**config.mk**
```make
export PLATFORM = sky130hd
export DESIGN_NAME = unique_value_set_table_top
export DESIGN_NICKNAME = d
export VERILOG_FILES = /design/src/design/usvt_pkg.sv /design/src/design/unique_value_set_table_top.sv
export SDC_FILE = /design/constraint.sdc
export NUM_CORES = 1
export LEC_CHECK = 0
export ABC_AREA = 1
export BUFFER_PORTS_ARGS = -buffer_cell sky130_fd_sc_hd__buf_4
export CAP_MARGIN = 25
export CORE_MARGIN = 5
export CORE_UTILIZATION = 55
export DETAILED_ROUTE_END_ITERATION = 10
export MAX_ROUTING_LAYER = met4
export PLACE_DENSITY = 0.7
export SYNTH_ARGS = -nofsm -noshare
export SYNTH_HDL_FRONTEND = slang
export SYNTH_SLANG_ARGS = --single-unit
```
**constraint.sdc**
```tcl
create_clock -name clock -period 5.4 [get_ports clock]
set_input_delay 1.62 -clock clock [delete_from_list [all_inputs] [get_ports clock]]
set_output_delay 1.62 -clock clock [all_outputs]
set_load 0.005 [all_outputs]
```
**src/design/usvt_pkg.sv**
```systemverilog
package usvt_pkg;

   // default table depth
   localparam int ENTRIES_DEF = 16;

   // fixed field widths
   localparam int VALUE_W  = 32;
   localparam int ACTION_W = 3;
   localparam int SLOT_W   = 4;
   localparam int STATUS_W = 3;
   localparam int COUNT_W  = 5;

   // stream payload widths, zero filled to whole bytes
   localparam int REQ_DATA_W = 72;
   localparam int RSP_DATA_W = 16;

   typedef enum logic [ACTION_W-1:0] {
      ACT_INSERT    = 3'd0,
      ACT_REM_VALUE = 3'd1,
      ACT_REM_SLOT  = 3'd2,
      ACT_REPLACE   = 3'd3,
      ACT_SEARCH    = 3'd4
   } action_type;

   typedef enum logic [STATUS_W-1:0] {
      ST_OK       = 3'd0,
      ST_FULL     = 3'd1,
      ST_EMPTY    = 3'd2,
      ST_DUP      = 3'd3,
      ST_NOTFOUND = 3'd4,
      ST_BADSLOT  = 3'd5
   } status_type;

   typedef enum logic [2:0] {
      FSM_CLEAR,
      FSM_IDLE,
      FSM_SCAN,
      FSM_DECIDE
   } fsm_type;

endpackage

```
**src/design/unique_value_set_table_top.sv**
```systemverilog
// unique value set table: a table of ENTRIES signed 32-bit values, 0 meaning an
// empty slot, with no value held twice, plus a count of occupied slots.
// requests arrive on the req_ stream: tuser carries the action (insert, remove
// value, remove slot, replace, search), tdata the key, new value and slot.
// every request gives exactly one transfer on the rsp_ stream carrying the
// status, the slot found by a successful search and the count afterwards.
// for each request the single read port of the value memory is swept over every
// slot, one slot a cycle, with the read data registered; then the decide step
// settles the outcome and, once the output register is free, registers the
// result and writes the memory back. one request is worked on at a time; the
// next is accepted in the cycle after the previous result is registered, even
// while that result still waits for the receiver.
// after reset the memory is swept to zero with req_tready low.
// a stalled receiver holds the result steady; a second finished result waits
// in the decide step until the output register is free.
module unique_value_set_table_top #(
   parameter int ENTRIES = usvt_pkg::ENTRIES_DEF
) (
   input  logic                              clock,
   input  logic                              reset,
   // request stream
   input  logic                              req_tvalid,
   output logic                              req_tready,
   // tdata: key_value[31:0], new_value[63:32], slot_index[67:64], zero [71:68]
   input  logic [usvt_pkg::REQ_DATA_W-1:0]   req_tdata,
   // tuser: action[2:0]
   input  logic [usvt_pkg::ACTION_W-1:0]     req_tuser,
   // result stream
   output logic                              rsp_tvalid,
   input  logic                              rsp_tready,
   // tdata: status[2:0], found_slot[6:3], stored_count[11:7], zero [15:12]
   output logic [usvt_pkg::RSP_DATA_W-1:0]   rsp_tdata
);

   localparam int AW = (ENTRIES > 1) ? $clog2(ENTRIES) : 1;
   localparam int CW = $clog2(ENTRIES + 1);

   // value memory, one read and one write port
   logic [usvt_pkg::VALUE_W-1:0] mem [ENTRIES];
   logic [usvt_pkg::VALUE_W-1:0] rd_data_ff;
   logic [AW-1:0]                rd_addr;
   logic                         mem_we;
   logic [AW-1:0]                mem_wa;
   logic [usvt_pkg::VALUE_W-1:0] mem_wd;

   usvt_pkg::fsm_type state_ff, state_in;
   logic [CW-1:0]     cnt_ff, cnt_in;
   logic [CW-1:0]     fc_ff, fc_in;
   logic [AW-1:0]     rd_idx_ff;

   // request held for the whole scan
   logic [usvt_pkg::ACTION_W-1:0]     action_ff;
   logic signed [usvt_pkg::VALUE_W-1:0] key_ff;
   logic signed [usvt_pkg::VALUE_W-1:0] nv_ff;
   logic [usvt_pkg::SLOT_W-1:0]       slot_ff;

   // scan findings
   logic          key_hit_ff, nv_hit_ff, zero_hit_ff, slot_nz_ff;
   logic [AW-1:0] key_idx_ff, zero_idx_ff;

   // result register
   logic                          rsp_valid_ff;
   logic [usvt_pkg::STATUS_W-1:0] status_ff;
   logic [usvt_pkg::SLOT_W-1:0]   found_ff;
   logic [usvt_pkg::COUNT_W-1:0]  count_ff;

   logic                          load_rsp;
   logic [usvt_pkg::STATUS_W-1:0] status_c;
   logic [usvt_pkg::SLOT_W-1:0]   found_c;
   logic                          req_xfer;
   logic                          scan_data;

   assign req_tready = (state_ff == usvt_pkg::FSM_IDLE);
   assign req_xfer   = req_tvalid && req_tready;
   // read data is valid from the second scan cycle on
   assign scan_data  = (state_ff == usvt_pkg::FSM_SCAN) && (cnt_ff != '0);

   assign rsp_tvalid = rsp_valid_ff;
   assign rsp_tdata  = {4'b0000, count_ff, found_ff, status_ff};

   // memory ports
   always_ff @(posedge clock) begin
      if (mem_we) begin
         mem[mem_wa] <= mem_wd;
      end
      rd_data_ff <= mem[rd_addr];
   end

   always_ff @(posedge clock) begin
      if (reset) begin
         state_ff     <= usvt_pkg::FSM_CLEAR;
         cnt_ff       <= '0;
         fc_ff        <= '0;
         rsp_valid_ff <= 1'b0;
      end else begin
         state_ff <= state_in;
         cnt_ff   <= cnt_in;
         fc_ff    <= fc_in;
         if (load_rsp) begin
            rsp_valid_ff <= 1'b1;
         end else if (rsp_tready) begin
            rsp_valid_ff <= 1'b0;
         end
      end
   end

   // request capture and result payload
   always_ff @(posedge clock) begin
      rd_idx_ff <= rd_addr;
      if (req_xfer) begin
         action_ff <= req_tuser;
         key_ff    <= req_tdata[31:0];
         nv_ff     <= req_tdata[63:32];
         slot_ff   <= req_tdata[67:64];
      end
      if (load_rsp) begin
         status_ff <= status_c;
         found_ff  <= found_c;
         count_ff  <= usvt_pkg::COUNT_W'(fc_in);
      end
   end

   // scan findings: first key match, any new value match, first empty slot,
   // and whether the addressed slot is occupied
   always_ff @(posedge clock) begin
      if (reset || req_xfer) begin
         key_hit_ff  <= 1'b0;
         nv_hit_ff   <= 1'b0;
         zero_hit_ff <= 1'b0;
         slot_nz_ff  <= 1'b0;
         key_idx_ff  <= '0;
         zero_idx_ff <= '0;
      end else if (scan_data) begin
         if (rd_data_ff == key_ff && !key_hit_ff) begin
            key_hit_ff <= 1'b1;
            key_idx_ff <= rd_idx_ff;
         end
         if (rd_data_ff == nv_ff) begin
            nv_hit_ff <= 1'b1;
         end
         if (rd_data_ff == '0 && !zero_hit_ff) begin
            zero_hit_ff <= 1'b1;
            zero_idx_ff <= rd_idx_ff;
         end
         if (32'(rd_idx_ff) == 32'(slot_ff)) begin
            slot_nz_ff <= (rd_data_ff != '0);
         end
      end
   end

   always_comb begin
      state_in = state_ff;
      cnt_in   = cnt_ff;
      fc_in    = fc_ff;
      rd_addr  = cnt_ff[AW-1:0];
      mem_we   = 1'b0;
      mem_wa   = '0;
      mem_wd   = '0;
      load_rsp = 1'b0;
      status_c = usvt_pkg::ST_OK;
      found_c  = '0;
      unique case (state_ff)
         usvt_pkg::FSM_CLEAR: begin
            mem_we = 1'b1;
            mem_wa = cnt_ff[AW-1:0];
            if (cnt_ff == CW'(ENTRIES - 1)) begin
               cnt_in   = '0;
               state_in = usvt_pkg::FSM_IDLE;
            end else begin
               cnt_in = cnt_ff + 1'b1;
            end
         end
         usvt_pkg::FSM_IDLE: begin
            if (req_xfer) begin
               cnt_in   = '0;
               state_in = usvt_pkg::FSM_SCAN;
            end
         end
         usvt_pkg::FSM_SCAN: begin
            cnt_in = cnt_ff + 1'b1;
            if (cnt_ff == CW'(ENTRIES)) begin
               cnt_in   = '0;
               state_in = usvt_pkg::FSM_DECIDE;
            end
         end
         usvt_pkg::FSM_DECIDE: begin
            unique case (action_ff)
               usvt_pkg::ACT_INSERT: begin
                  if (fc_ff == CW'(ENTRIES)) begin
                     status_c = usvt_pkg::ST_FULL;
                  end else if (key_ff == '0 || key_hit_ff) begin
                     status_c = usvt_pkg::ST_DUP;
                  end else if (!zero_hit_ff) begin
                     status_c = usvt_pkg::ST_FULL;
                  end else begin
                     mem_we = 1'b1;
                     mem_wa = zero_idx_ff;
                     mem_wd = key_ff;
                     fc_in  = fc_ff + 1'b1;
                  end
               end
               usvt_pkg::ACT_REM_VALUE: begin
                  if (fc_ff == '0) begin
                     status_c = usvt_pkg::ST_EMPTY;
                  end else if (key_ff == '0 || !key_hit_ff) begin
                     status_c = usvt_pkg::ST_NOTFOUND;
                  end else begin
                     mem_we = 1'b1;
                     mem_wa = key_idx_ff;
                     fc_in  = fc_ff - 1'b1;
                  end
               end
               usvt_pkg::ACT_REM_SLOT: begin
                  if (fc_ff == '0) begin
                     status_c = usvt_pkg::ST_EMPTY;
                  end else if (32'(slot_ff) >= 32'(ENTRIES)) begin
                     status_c = usvt_pkg::ST_BADSLOT;
                  end else if (slot_nz_ff) begin
                     mem_we = 1'b1;
                     mem_wa = AW'(slot_ff);
                     fc_in  = fc_ff - 1'b1;
                  end
               end
               usvt_pkg::ACT_REPLACE: begin
                  if (fc_ff == '0) begin
                     status_c = usvt_pkg::ST_EMPTY;
                  end else if (nv_ff == '0 || nv_hit_ff) begin
                     status_c = usvt_pkg::ST_DUP;
                  end else if (key_ff == '0 || !key_hit_ff) begin
                     status_c = usvt_pkg::ST_NOTFOUND;
                  end else begin
                     mem_we = 1'b1;
                     mem_wa = key_idx_ff;
                     mem_wd = nv_ff;
                  end
               end
               usvt_pkg::ACT_SEARCH: begin
                  if (fc_ff == '0) begin
                     status_c = usvt_pkg::ST_EMPTY;
                  end else if (key_ff == '0 || !key_hit_ff) begin
                     status_c = usvt_pkg::ST_NOTFOUND;
                  end else begin
                     found_c = usvt_pkg::SLOT_W'(key_idx_ff);
                  end
               end
               default: begin
                  status_c = usvt_pkg::ST_OK;
               end
            endcase
            // hold the outcome until the output register is free
            if (!rsp_valid_ff || rsp_tready) begin
               load_rsp = 1'b1;
               state_in = usvt_pkg::FSM_IDLE;
            end else begin
               mem_we = 1'b0;
               fc_in  = fc_ff;
            end
         end
         default: begin
            state_in = usvt_pkg::FSM_CLEAR;
            cnt_in   = '0;
         end
      endcase
   end

`ifndef SYNTHESIS
   a_count_bound: assert property (@(posedge clock) disable iff (reset)
      fc_ff <= CW'(ENTRIES))
      else $error("fill count above table depth");

   a_count_step: assert property (@(posedge clock) disable iff (reset)
      (fc_in != fc_ff) |-> (fc_in == fc_ff + 1'b1 || fc_in == fc_ff - 1'b1))
      else $error("fill count moved by more than one");

   a_no_write_stalled: assert property (@(posedge clock) disable iff (reset)
      (state_ff == usvt_pkg::FSM_DECIDE && rsp_valid_ff && !rsp_tready) |-> !mem_we)
      else $error("memory written while result is stalled");

   a_clear_blocks: assert property (@(posedge clock) disable iff (reset)
      (state_ff == usvt_pkg::FSM_CLEAR) |-> !req_tready)
      else $error("request taken during clearing sweep");

   a_load_once: assert property (@(posedge clock) disable iff (reset)
      load_rsp |=> (state_ff == usvt_pkg::FSM_IDLE && rsp_valid_ff))
      else $error("result load did not return to idle");
`endif

endmodule
```
== Word level (Yosys, flattened, before mapping) ==
Memories as Yosys holds them, arrays and structs flattened. A register that Yosys moved wholly into a read port is not among the register bits.
Index checks and enable logic that the tools add are counted.

* Bits in registers: 113
* Memory bits (writable): 512
* Output and inout port bits: 18
* Logic and storage cells: 134
* Memories kept: 1

{| class="wikitable"
|+ Memories
! name !! words !! width !! rd ports !! clocked after memory_dff !! write ports !! line !! source
|-
| mem || 16 || 32 || 1 || 1 || 1 || unique_value_set_table_top.sv:39 || <nowiki>logic [usvt_pkg::VALUE_W-1:0] mem [ENTRIES];</nowiki>
|}

* Add/sub/neg operators: 3
* Equal/unequal tests: 17
* Multiplexer cells: 65
* Bitwise operators: 1
* Reduce and logical (&&, ||, !) cells: 29

{| class="wikitable"
|+ Operators with widths
! cell !! count
|-
| $mux 32 || 7
|-
| $logic_not 32->1 || 3
|-
| $eq 32x32->1 || 2
|-
| $pmux 32 s2 || 1
|-
| $mux 5 || 12
|-
| $mux 4 || 9
|-
| $reduce_bool 32->1 || 1
|-
| $mux 3 || 8
|-
| $pmux 3 s4 || 2
|-
| $pmux 5 s4 || 1
|-
| $mux 1 || 17
|-
| $pmux 4 s4 || 1
|-
| $pmux 5 s3 || 1
|-
| $eq 3x2->1 const B || 4
|-
| $reduce_and 2->1 || 6
|-
| $add 5x1->5 const B || 2
|-
| $eq 5x5->1 const B || 2
|-
| $pmux 4 s2 || 1
|-
| $eq 3x1->1 const B || 2
|-
| $logic_not 3->1 || 2
|-
| $mux 2 || 3
|-
| $eq 5x4->1 const B || 1
|-
| $logic_not 5->1 || 1
|-
| $logic_or 1x1->1 || 5
|-
| 14 further kinds || 21
|}

== Longest topological paths before layout ==
Gate-level depths: netlist (run 1).

* Word-level depth: 10
* Mapped depth: 16

== Worst setup path after synthesis (run 1) ==
Ideal clock, no wire load.

* Path type: input to register
* From: input port rsp_tready
* To: memory mem[6][0] (netlist bit), enable pin
* Data arrival time: 3,597 ps
* Data required time: 4,979 ps
* Slack: 1,382 ps
* Cell stages on the path: 10
* Path buffers: 0
* Cells stage by stage: nor2_1 inv_1 nand3_1 inv_1 o21ai_2 nand2_1 inv_1 nor2_1 nand2_2 nor2_1

* Longest elaborated chain between the ends: 5

{| class="wikitable"
|+ Ends and longest elaborated chain
! element !! line !! source
|-
| start, declared || unique_value_set_table_top.sv:30 || <nowiki>input logic rsp_tready,</nowiki>
|-
| $logic_or 1x1->1 || unique_value_set_table_top.sv:251 || <nowiki>if (!rsp_valid_ff || rsp_tready) begin</nowiki>
|-
| $mux 1 || unique_value_set_table_top.sv:251 ||
|-
| $pmux 1 s2 || unique_value_set_table_top.sv:162 || <nowiki>unique case (state_ff)</nowiki>
|-
| $mux 1 || unique_value_set_table_top.sv:83 || <nowiki>if (mem_we) begin</nowiki>
|-
| $mux 1 (implied by the code) || unique_value_set_table_top.sv:84 || <nowiki>mem[mem_wa] <= mem_wd;</nowiki>
|-
| end, declared || unique_value_set_table_top.sv:39 ||
|}

Every way passes these cells.

== Worst setup path after layout (run 1) ==
* From: register key_ff[14] (netlist bit)
* To: memory mem[7][13] (netlist bit), enable pin

* Longest elaborated chain between the ends: 10
* Elaborated cells between the ends (all ways): 22

{| class="wikitable"
|+ Ends and longest elaborated chain
! element !! line !! source
|-
| start, declared || unique_value_set_table_top.sv:53 || <nowiki>logic signed [usvt_pkg::VALUE_W-1:0] key_ff;</nowiki>
|-
| start signal, assigned || unique_value_set_table_top.sv:112 || <nowiki>key_ff <= req_tdata[31:0];</nowiki>
|-
| $logic_not 32->1 (*) || unique_value_set_table_top.sv:191, unique_value_set_table_top.sv:205, unique_value_set_table_top.sv:229 ||
|-
| $logic_or 1x1->1 || unique_value_set_table_top.sv:205, unique_value_set_table_top.sv:229 ||
|-
| $mux 1 || unique_value_set_table_top.sv:205, unique_value_set_table_top.sv:229 ||
|-
| $mux 1 || unique_value_set_table_top.sv:227 || <nowiki>end else if (nv_ff == '0 || nv_hit_ff) begin</nowiki>
|-
| $mux 1 || unique_value_set_table_top.sv:225 || <nowiki>if (fc_ff == '0) begin</nowiki>
|-
| $pmux 1 s4 || unique_value_set_table_top.sv:187 || <nowiki>unique case (action_ff)</nowiki>
|-
| $mux 1 || unique_value_set_table_top.sv:251 ||
|-
| $pmux 1 s2 || unique_value_set_table_top.sv:162 ||
|-
| $mux 1 || unique_value_set_table_top.sv:83 ||
|-
| $mux 1 (implied by the code) || unique_value_set_table_top.sv:84 ||
|}

Mark *: on every way between the ends. The rest lies on a longest branch, timed or not.

==> reports/results.txt, run 1 <==
Outcome -> finished clean
Top cells by area, synth -> edfxtp_1, o21ai_0, nor2_1
Mux contribution to synthesized area -> 0%
EDFF count, synth -> 595
Worst clock skew -> 0.0252 ns
Number of antenna violations at the first check in global routing -> 3
Starting Density -> 55.5%
CTS Buf Count -> 67
Final worst slack -> 1.67 ns
Worst setup SP type -> flip-flop
Post-CTS Setup Inserts -> 0
Fraction of post-synthesis cell area in the top cell type by area -> 67.5%
Total die area -> 0.0526 mm2
Static leakage -> 10.1 nW
Post-cts gate resize count -> 0
Last weighted congestion value of the routability-driven placer -> 0.941
Instance count of the mapped netlist -> 2135
CTS tree -> done
Final count of negative-setup-slack endpoints -> 0
Data arrival time of the critical path -> 4.01 ns
Proportion of layout cells with a drive suffix above 1 -> 12.8%
Utilization after layout -> 63.1%
Source-to-sink clock delay at the later pin of the worst-skew pair -> 0.60 ns
Worst setup timing slack at the placement stage -> 1.40 ns
Synth Register Bits -> 656
Clock edge transition at the registers on the reported setup and hold paths -> 0.07 ns
Share of the synthesized netlist area taken by xor and xnor gates -> 1.39%
Deepest level of the CTS H-tree -> 3
Post-CTS Hold Fix Bufs -> 0
Fillers -> 3552
Global-route wire length before repair -> 103000 um
Routed length per instance -> 23.7 um
Remaining DRCs -> 0
Worst IR Drop VDD -> 0.253 mV
Share of synthesized cell area in and, or, nand and nor gates -> 11.2%
Normalized max-slew margin -> 28.2%
Pin count of the biggest net entering global routing -> 85
Final setup TNS -> 0 ns
Power consumption -> 0.0146 W
Via total after detailed routing -> 17700
Count of final max-slew check failures -> 0
Crit path max fanout -> 35
Fraction of registers with async set or reset after synthesis -> 0%
Detailed Route Iter0 Violations -> 2151
Largest area contributor in the netlist -> edfxtp_1
Adder-cell share of the synthesized area -> 0.520%
Actual slew at the worst max-slew pin -> 1.07 ns
Critical Path RT -> 5.68 ns
Vias in the first global route -> 16900
Wire length reported by the detailed router -> 68200 um
Synth Warn # -> 0
Hold Vio Cnt, Final -> 0
# IOs -> 97
Max-cap check violation count -> 0
Hold Path Class -> reg -> reg
CTS Sinks -> 656
P&R area growth vs syn -> 13.5%
HPWL after DPL -> 41500 um
Commonest register cell after synthesis -> edfxtp_1
Dominant combinational cell family by area after synthesis -> compound AO/OA/AOI/OAI gates
Max Clock Freq -> 0.268 GHz
Power density over the cells -> 485 mW/mm2
Total routing resource utilization after global routing -> 26.3%
Fraction of the mapped netlist area in compound gates -> 11.7%
Total gr overflow -> 0
Cell types with the highest counts after synthesis -> edfxtp_1, nor2_1, o21ai_0
Area of the placeable core -> 0.0476 mm2
Critical setup path kind -> reg -> reg
Part of the Yosys area used for sequential elements -> 72.1%
Mean instance size in the synthesized netlist -> 12.4 um2
Final period util -> 69.1%
Cell row count -> 80
Nets -> 2306
First drt pass iteration count -> 8
Maximum clock path buffer count -> 3
Post-route antenna net violation count -> 0
Routed vias/inst -> 6.13
CTS root buffer -> clkbuf_16
Die Span X -> 229 um
Netlist area before placement -> 0.0265 mm2
Number of unique standard cell types used by synthesis -> 48
Number of buffer cells added on primary ports -> 88
Die Ht -> 229 um
Capturing element type of the critical path -> flip-flop
Most frequent cell after synthesis -> edfxtp_1
Unrepaired setup endpoints after global routing -> no
Fin crit period -> 3.73 ns
final timing paths:
check,cells past startpoint,slack [ns],start,end
worst max-delay path,16,1.67,key_ff[14],mem[7][13]
worst min register to register,2,0.46,zero_idx_ff[2],zero_idx_ff[2]
worst max register to register,16,1.67,key_ff[14],mem[7][13]
worst min-delay path,2,0.46,zero_idx_ff[2],zero_idx_ff[2]
layer usage:
| metal | vias to the layer above | wire length (um) | GRT usage [%] |
|---|---|---|---|
| met1 | 8714 | 28500 | 37.0 |
| met3 | 131 | 5900 | 5.00 |
| met4 | 0 | 1620 | 6.46 |
| met2 | 851 | 32200 | 40.3 |
| li1 | 7983 | - | - |
| met5 | - | 0 | - |
worst max-delay path, cell delays in order (launching register included):
cell	delay, ns
edfxtp_1	0.47
nor2_1	0.15
nand2_1	0.07
nor2_1	0.25
nand2_1	0.14
nor2_4	0.19
nor2_4	0.10
nand3_4	0.09
inv_4	0.15
nand2_2	0.11
nand2_2	0.06
nor2_4	0.14
nor2_2	0.07
nor2_4	0.15
nand3_2	0.18
nor2_4	0.74
buf_4	0.36
registers in the layout, summed over array words and instances (netlist names), 2 cells and up:
register / cells
mem: 512
key_ff: 32
nv_ff: 32
rd_data_ff: 32
cnt_ff: 5
count_ff: 5
fc_ff: 5
found_ff: 4
key_idx_ff: 4
rd_idx_ff: 4
slot_ff: 4
zero_idx_ff: 4
action_ff: 3
status_ff: 3
state_ff: 2
report_power, final:
group          internal (W)  total (W)  switching (W)
combinational       0.00109    0.00358        0.00248
sequential          0.00609    0.00654       0.000448
clock               0.00254    0.00445        0.00191
cells by family after synthesis:
kind of cell    Yosys count
simple gates            698
compound gates          520
fa+ha+maj                11
buf+inv                 207
other cells               1
xor+xnor                 42
flops                   656
per-stage QoR:
step / instance area [um2] / hold WS [ns] / instances
finish: 30000 / 0.465 / 2882
detailed placement: 27900 / 0.459 / 2755
global placement: 27800 / 0.454 / 2752
global route: 30000 / 0.503 / 2882
floorplan: 26500 / 0.326 / 2138
CTS: 30000 / 0.468 / 2874
area by class of cell:
| cell class | instances | area [um2] | area share [%] |
|---|---|---|---|
| sequential | 656 | 19100 | 63.6 |
| clock buffer | 82 | 1810 | 6.01 |
| antenna | 1 | 2.50 | 0.00833 |
| inverter | 87 | 335 | 1.12 |
| clock inverter | 37 | 297 | 0.987 |
| tap | 615 | 769 | 2.56 |
| timing repair buffer | 129 | 1030 | 3.44 |
| multi-input combinational | 1275 | 6700 | 22.3 |
placed cells by master (no fill, tap or decap), types with 14 or more instances in the layout:
| master | n |
|---|---|
| edfxtp_1 | 595 |
| o22ai_1 | 88 |
| a22oi_1 | 32 |
| o221ai_1 | 49 |
| a21oi_1 | 30 |
| nand2_1 | 180 |
| dfxtp_1 | 57 |
| nor2_1 | 356 |
| nor2_4 | 24 |
| nand4_1 | 27 |
| clkinv_1 | 14 |
| inv_1 | 78 |
| buf_4 | 125 |
| nand3_1 | 68 |
| o211ai_1 | 17 |
| clkbuf_16 | 69 |
| o21ai_0 | 285 |
| xnor2_1 | 40 |
Power figures use the tool's default switching activity.
==> run 2, diff against run 1 <==
==> constraint.sdc (replaced) <==
create_clock -name clock -period 3.5 [get_ports clock]
set_input_delay 1.05 -clock clock [delete_from_list [all_inputs] [get_ports clock]]
set_output_delay 1.05 -clock clock [all_outputs]
set_load 0.005 [all_outputs]
==> reports/results.txt, run 2 (same netlist as run 1, synthesis figures left out) <==
Outcome -> finished clean
Global-route wire length before repair -> 104000 um
Source-to-sink clock delay at the later pin of the worst-skew pair -> 0.61 ns
Number of antenna violations at the first check in global routing -> 1
Wire length reported by the detailed router -> 69000 um
Worst setup SP type -> flip-flop
Crit path top cell by count -> nor2_1
Routed vias/inst -> 6.12
Cell row count -> 80
Unrepaired setup endpoints after global routing -> no
Most common cell after layout, fill and taps aside -> edfxtp_1
Post-CTS Setup Inserts -> 0
Deepest level of the CTS H-tree -> 3
Internal power summed over all cells -> 0.0152 W
Fraction of power spent switching nets -> 33.1%
Capturing element type of the critical path -> flip-flop
Cell area after layout -> 0.0304 mm2
Post-cts gate resize count -> 0
Final period util -> 88.6%
Pin count of the biggest net entering global routing -> 191
Die Span X -> 229 um
Post-placement cell count -> 2764
Power density over the cells -> 748 mW/mm2
Net switching power -> 0.00752 W
Fin crit period -> 3.10 ns
Commonest cells after routing, fill and taps aside -> edfxtp_1, nor2_1, o21ai_0
Data arrival time of the critical path -> 3.37 ns
P&R area growth vs syn -> 14.9%
# IOs -> 97
Normalized max-slew margin -> 30.5%
Nets -> 2317
Crit path max fanout -> 32
Die Ht -> 229 um
Depth of the worst register-to-register path -> 14
Maximum clock path buffer count -> 3
Cell-by-cell trace of the critical path -> nor2_1, nand2_1, nor2_1, nand2_1, nor2_4, nor2_4, nand4_1, nand2_1, nor2_1, nor2_1, nor2_2, nand4_1, nor2_4, buf_12
Utilization after layout -> 63.8%
Vias in the first global route -> 17300
Critical setup path kind -> reg -> reg
HPWL after DPL -> 38000 um
Last weighted congestion value of the routability-driven placer -> 0.902
Routed length per instance -> 23.8 um
Area of the placeable core -> 0.0476 mm2
Number of buffer cells added on primary ports -> 88
CTS root buffer -> clkbuf_16
Worst IR Drop VDD -> 0.783 mV
Max FFs per register -> 512
Register name with the most flops -> mem
Total die area -> 0.0526 mm2
Hold Path Cell Cnt -> 2
Post-CTS Hold Fix Bufs -> 0
Max-cap check violation count -> 0
CTS tree -> done
Worst setup path startpoint -> key_ff[14]
Power consumption -> 0.0227 W
Count of final max-slew check failures -> 0
Share of power burned in combinational logic -> 25.3%
Actual slew at the worst max-slew pin -> 1.04 ns
Crit Reg-Reg Startpoint -> key_ff[14]
Fraction of power consumed by sequential logic -> 43.8%
Delay of the slowest critical-path stage -> 0.46 ns
Critical Path RT -> 3.77 ns
Worst clock skew -> 0.0246 ns
Cell type of the slowest stage on the worst timing path -> edfxtp_1
Starting Density -> 55.5%
Instance area at placement -> 0.0281 mm2
Seq. cell area -> 0.0191 mm2
Final setup TNS -> 0 ns
Final count of negative-setup-slack endpoints -> 0
Static leakage -> 10.2 nW
Total gr overflow -> 0
Hold Path Class -> reg -> reg
Detailed Route Iter0 Violations -> 2101
Fillers -> 3514
Clock Power Share -> 30.8%
First drt pass iteration count -> 6
Worst Min Path Start -> zero_idx_ff[2]
Proportion of layout cells with a drive suffix above 1 -> 13.3%
Area of combinational cells with multiple inputs -> 0.00670 mm2
CTS Buf Count -> 67
Via total after detailed routing -> 17700
Remaining DRCs -> 0
CTS Sinks -> 656
Max Clock Freq -> 0.322 GHz
Post-route antenna net violation count -> 0
Hold Vio Cnt, Final -> 0
Post-layout instance count excluding filler cells -> 2896
Total routing resource utilization after global routing -> 26.7%
Clock edge transition at the registers on the reported setup and hold paths -> 0.06 ns
run 2: cell types whose count changed in the layout (fill, tap and decap cells not counted), sizes merged:
cell and delta:
buf +11, bufinv +2, clkbuf +8, clkinv -6, clkinvlp +2, inv -3
run 2: per-stage QoR:
step / hold WS [ns] / worst slack, ns
floorplan: 0.326 / 0.0523
global placement: 0.454 / 0.428
detailed placement: 0.464 / 0.412
CTS: 0.471 / 0.391
global route: 0.496 / 0.109
finish: 0.469 / 0.398
run 2: area by class of cell:
class / instances / area share (%)
diodes: 1 / 0.00823
flip-flops and latches: 656 / 62.8
clock inverters: 32 / 1.09
well taps: 615 / 2.53
clock buffers: 90 / 6.04
repair buffers: 140 / 4.39
inverters: 87 / 1.10
multi-input cells: 1275 / 22.0
run 2: power groups by stage:
stage / clock, W / sequential (W) / combinational [W]
after floorplan: 0 / 0.00989 / 0.00373
after global placement: 0 / 0.0101 / 0.00548
after detailed placement: 0 / 0.0101 / 0.00564
after CTS: 0.00710 / 0.00996 / 0.00569
after global routing: 0.00742 / 0.0100 / 0.00632
final: 0.00701 / 0.00997 / 0.00576
run 2: worst max-delay path, delay by kind of cell, from the launching register on:
family	cells	cell delay (ns)
buf+inv	1	0.29
simple gates	13	2.00
flops	1	0.46
run 2: worst paths after layout:
check / to / slack, ns
setup reg to reg: mem[1][16] / 0.40
hold reg to reg: zero_idx_ff[2] / 0.47
setup / recovery: mem[1][16] / 0.40
hold / removal: zero_idx_ff[2] / 0.47
run 2: per-layer routing:
layer  track usage, %  share of wire [%]  routed length [um]
met4             7.59                2.7                1880
met5                -                  0                   0
met3             5.86                 10                7030
met2             41.6                 47               32600
met1             36.1                 40               27600
==> run 3, diff against run 2 <==
--- a/config.mk
+++ b/config.mk
@@ -5,7 +5,7 @@
 export SDC_FILE = /design/constraint.sdc
 export NUM_CORES = 1
 export LEC_CHECK = 0
-export ABC_AREA = 1
+export ABC_AREA = 0
 export BUFFER_PORTS_ARGS = -buffer_cell sky130_fd_sc_hd__buf_4
 export CAP_MARGIN = 25
 export CORE_MARGIN = 5
==> reports/results.txt, run 3 <==
Cell-by-cell trace of the critical path -> nor4_2, nand4_1, o221ai_2, buf_4, nor4_4, o41ai_1, nand2b_1, buf_4, buf_4, buf_12, nor3_4, buf_12
Last weighted congestion value of the routability-driven placer -> 0.925
CTS Sinks -> 656
Total gr overflow -> 0
Hold Path Class -> reg -> reg
Dominant combinational cell family by area after synthesis -> multiplexers
Power density over the cells -> 535 mW/mm2
Cell count along the critical path -> 12
Post-route antenna net violation count -> 0
P&R area growth vs syn -> 20.0%
Combined buffer and inverter count along the critical path -> 5
Hold Path Cell Cnt -> 2
Vias in the first global route -> 14100
Crit path top cell by count -> buf_4
Clock edge transition at the registers on the reported setup and hold paths -> 0.06 ns
Fin crit period -> 3.45 ns
CTS Buf Count -> 68
Utilization after layout -> 66.7%
Area of the placeable core -> 0.0466 mm2
# IOs -> 97
Data arrival time of the critical path -> 3.77 ns
Top cells by area, synth -> edfxtp_1, mux4_2, dfxtp_1
Source-to-sink clock delay at the later pin of the worst-skew pair -> 0.61 ns
Worst setup SP type -> flip-flop
Die Span X -> 227 um
Proportion of layout cells with a drive suffix above 1 -> 34.6%
Via total after detailed routing -> 13900
Detailed Route Iter0 Violations -> 1635
Part of the Yosys area used for sequential elements -> 73.8%
Fraction of registers with async set or reset after synthesis -> 0%
Netlist area before placement -> 0.0259 mm2
Maximum clock path buffer count -> 3
Synth Warn # -> 0
Post-CTS Hold Fix Bufs -> 0
Worst clock skew -> 0.0282 ns
Hold Vio Cnt, Final -> 0
CTS root buffer -> clkbuf_16
Synth Register Bits -> 656
Actual slew at the worst max-slew pin -> 1.08 ns
Final worst slack -> 0.0534 ns
Final period util -> 98.5%
Max-cap check violation count -> 0
Fraction of the mapped netlist area in compound gates -> 3.04%
Total routing resource utilization after global routing -> 26.0%
EDFF count, synth -> 595
Number of diodes -> 0
Crit path max fanout -> 24
Outcome -> finished clean
Mean instance size in the synthesized netlist -> 19.9 um2
Instance count of the mapped netlist -> 1303
Delay of the slowest critical-path stage -> 0.55 ns
Starting Density -> 55.6%
Normalized max-slew margin -> 27.8%
Commonest register cell after synthesis -> edfxtp_1
Adder-cell share of the synthesized area -> 0.532%
Static leakage -> 9.88 nW
Mux contribution to synthesized area -> 14.2%
Unrepaired setup endpoints after global routing -> no
Cell type of the slowest stage on the worst timing path -> o41ai_1
Max FFs per register -> 512
Total die area -> 0.0515 mm2
Global-route wire length before repair -> 93200 um
Depth of the worst register-to-register path -> 12
Fraction of post-synthesis cell area in the top cell type by area -> 69.0%
Largest area contributor in the netlist -> edfxtp_1
Most frequent cell after synthesis -> edfxtp_1
Routed vias/inst -> 6.27
Share of synthesized cell area in and, or, nand and nor gates -> 4.63%
Share of the synthesized netlist area taken by xor and xnor gates -> 2.34%
Count of final max-slew check failures -> 0
Cell family with most CP delay -> simple AND/OR/NAND/NOR gates
Most common cell after layout, fill and taps aside -> edfxtp_1
Pin count of the biggest net entering global routing -> 134
Worst hold margin -> 0.489 ns
Capturing element type of the critical path -> flip-flop
Number of unique standard cell types used by synthesis -> 72
Max Clock Freq -> 0.290 GHz
CTS tree -> done
Routed length per instance -> 28.5 um
Critical Path RT -> 3.82 ns
Cell types with the highest counts after synthesis -> edfxtp_1, mux4_2, nor2_1
Commonest cells after routing, fill and taps aside -> edfxtp_1, buf_4, mux4_2
Nets -> 1648
Number of buffer cells added on primary ports -> 88
Die Ht -> 227 um
Cell row count -> 79
Deepest level of the CTS H-tree -> 3
Worst setup timing slack at the placement stage -> 0.0439 ns
Worst IR Drop VDD -> 0.414 mV
Number of antenna violations at the first check in global routing -> 1
Remaining DRCs -> 0
HPWL after DPL -> 38900 um
Register name with the most flops -> mem
Wire length reported by the detailed router -> 63300 um
Critical setup path kind -> reg -> reg
First drt pass iteration count -> 5
Final count of negative-setup-slack endpoints -> 0
==> run 3: area by class of cell <==
cell class                 count  area (um2)
timing repair buffer         248        2300
sequential                   656       19100
clock buffer                  88        1870
tap                          607         759
fill                        2965       15500
inverter                      17        63.8
clock inverter                37         325
multi-input combinational    567        6650
==> run 3: logic make-up (layout without fill, tap and decap cells) <==
kind of cell	after synthesis	in the layout
multiplexers	168	168
other	1	4
buffers and inverters	83	390
XOR/XNOR	69	69
AND/OR/NAND/NOR	212	212
adder cells (fa/ha/maj)	11	11
flip-flops	656	656
AO/OA/AOI/OAI	103	103
==> run 3: power breakdown <==
| part | internal (W) | leakage, nW | switching, W |
|---|---|---|---|
| sequential | 0.00859 | 5.69 | 0.000119 |
| clock | 0.00410 | 1.06 | 0.00295 |
| combinational | 0.000412 | 3.13 | 0.000442 |
==> run 3: worst min-delay path, stage by stage (launching register included) <==
cell     delay [ns]
dfxtp_1        0.31
o21ai_0        0.07
a21oi_1        0.07
==> run 3: layer usage <==
layer	up-vias	GRT usage (%)	share of wire, %
met5	-	-	0
met4	0	7.72	2.9
met3	127	5.67	10
met2	750	39.5	48
met1	7165	36.3	39
li1	5875	-	-
==> run 3: final timing paths <==
kind         slack, ns             end            from
max               0.05      mem[1][15]      key_ff[22]
min               0.49  zero_idx_ff[2]  zero_idx_ff[2]
max reg2reg       0.05      mem[1][15]      key_ff[22]
min reg2reg       0.49  zero_idx_ff[2]  zero_idx_ff[2]
==> run 3: repair_timing <==
action | CTS | global route
pin swaps | 1 | 5
buffers inserted | 1 | 11
gates resized for setup | 0 | 0
endpoints found under the setup margin | 5 | 133
cloned | 0 | 0
==> run 3: per-stage QoR <==
stage / power, W / TNS (ns) / area [um2] / cells
6_report: 0.0166 / 0 / 31100 / 2220
5_1_grt: 0.0172 / 0 / 31100 / 2220
4_1_cts: 0.0167 / 0 / 30900 / 2205
3_5_place_dp: 0.00972 / 0 / 28700 / 2079
3_3_place_gp: 0.00971 / -1.93 / 28700 / 2078
2_1_floorplan: 0.00935 / -115.79 / 26000 / 1306
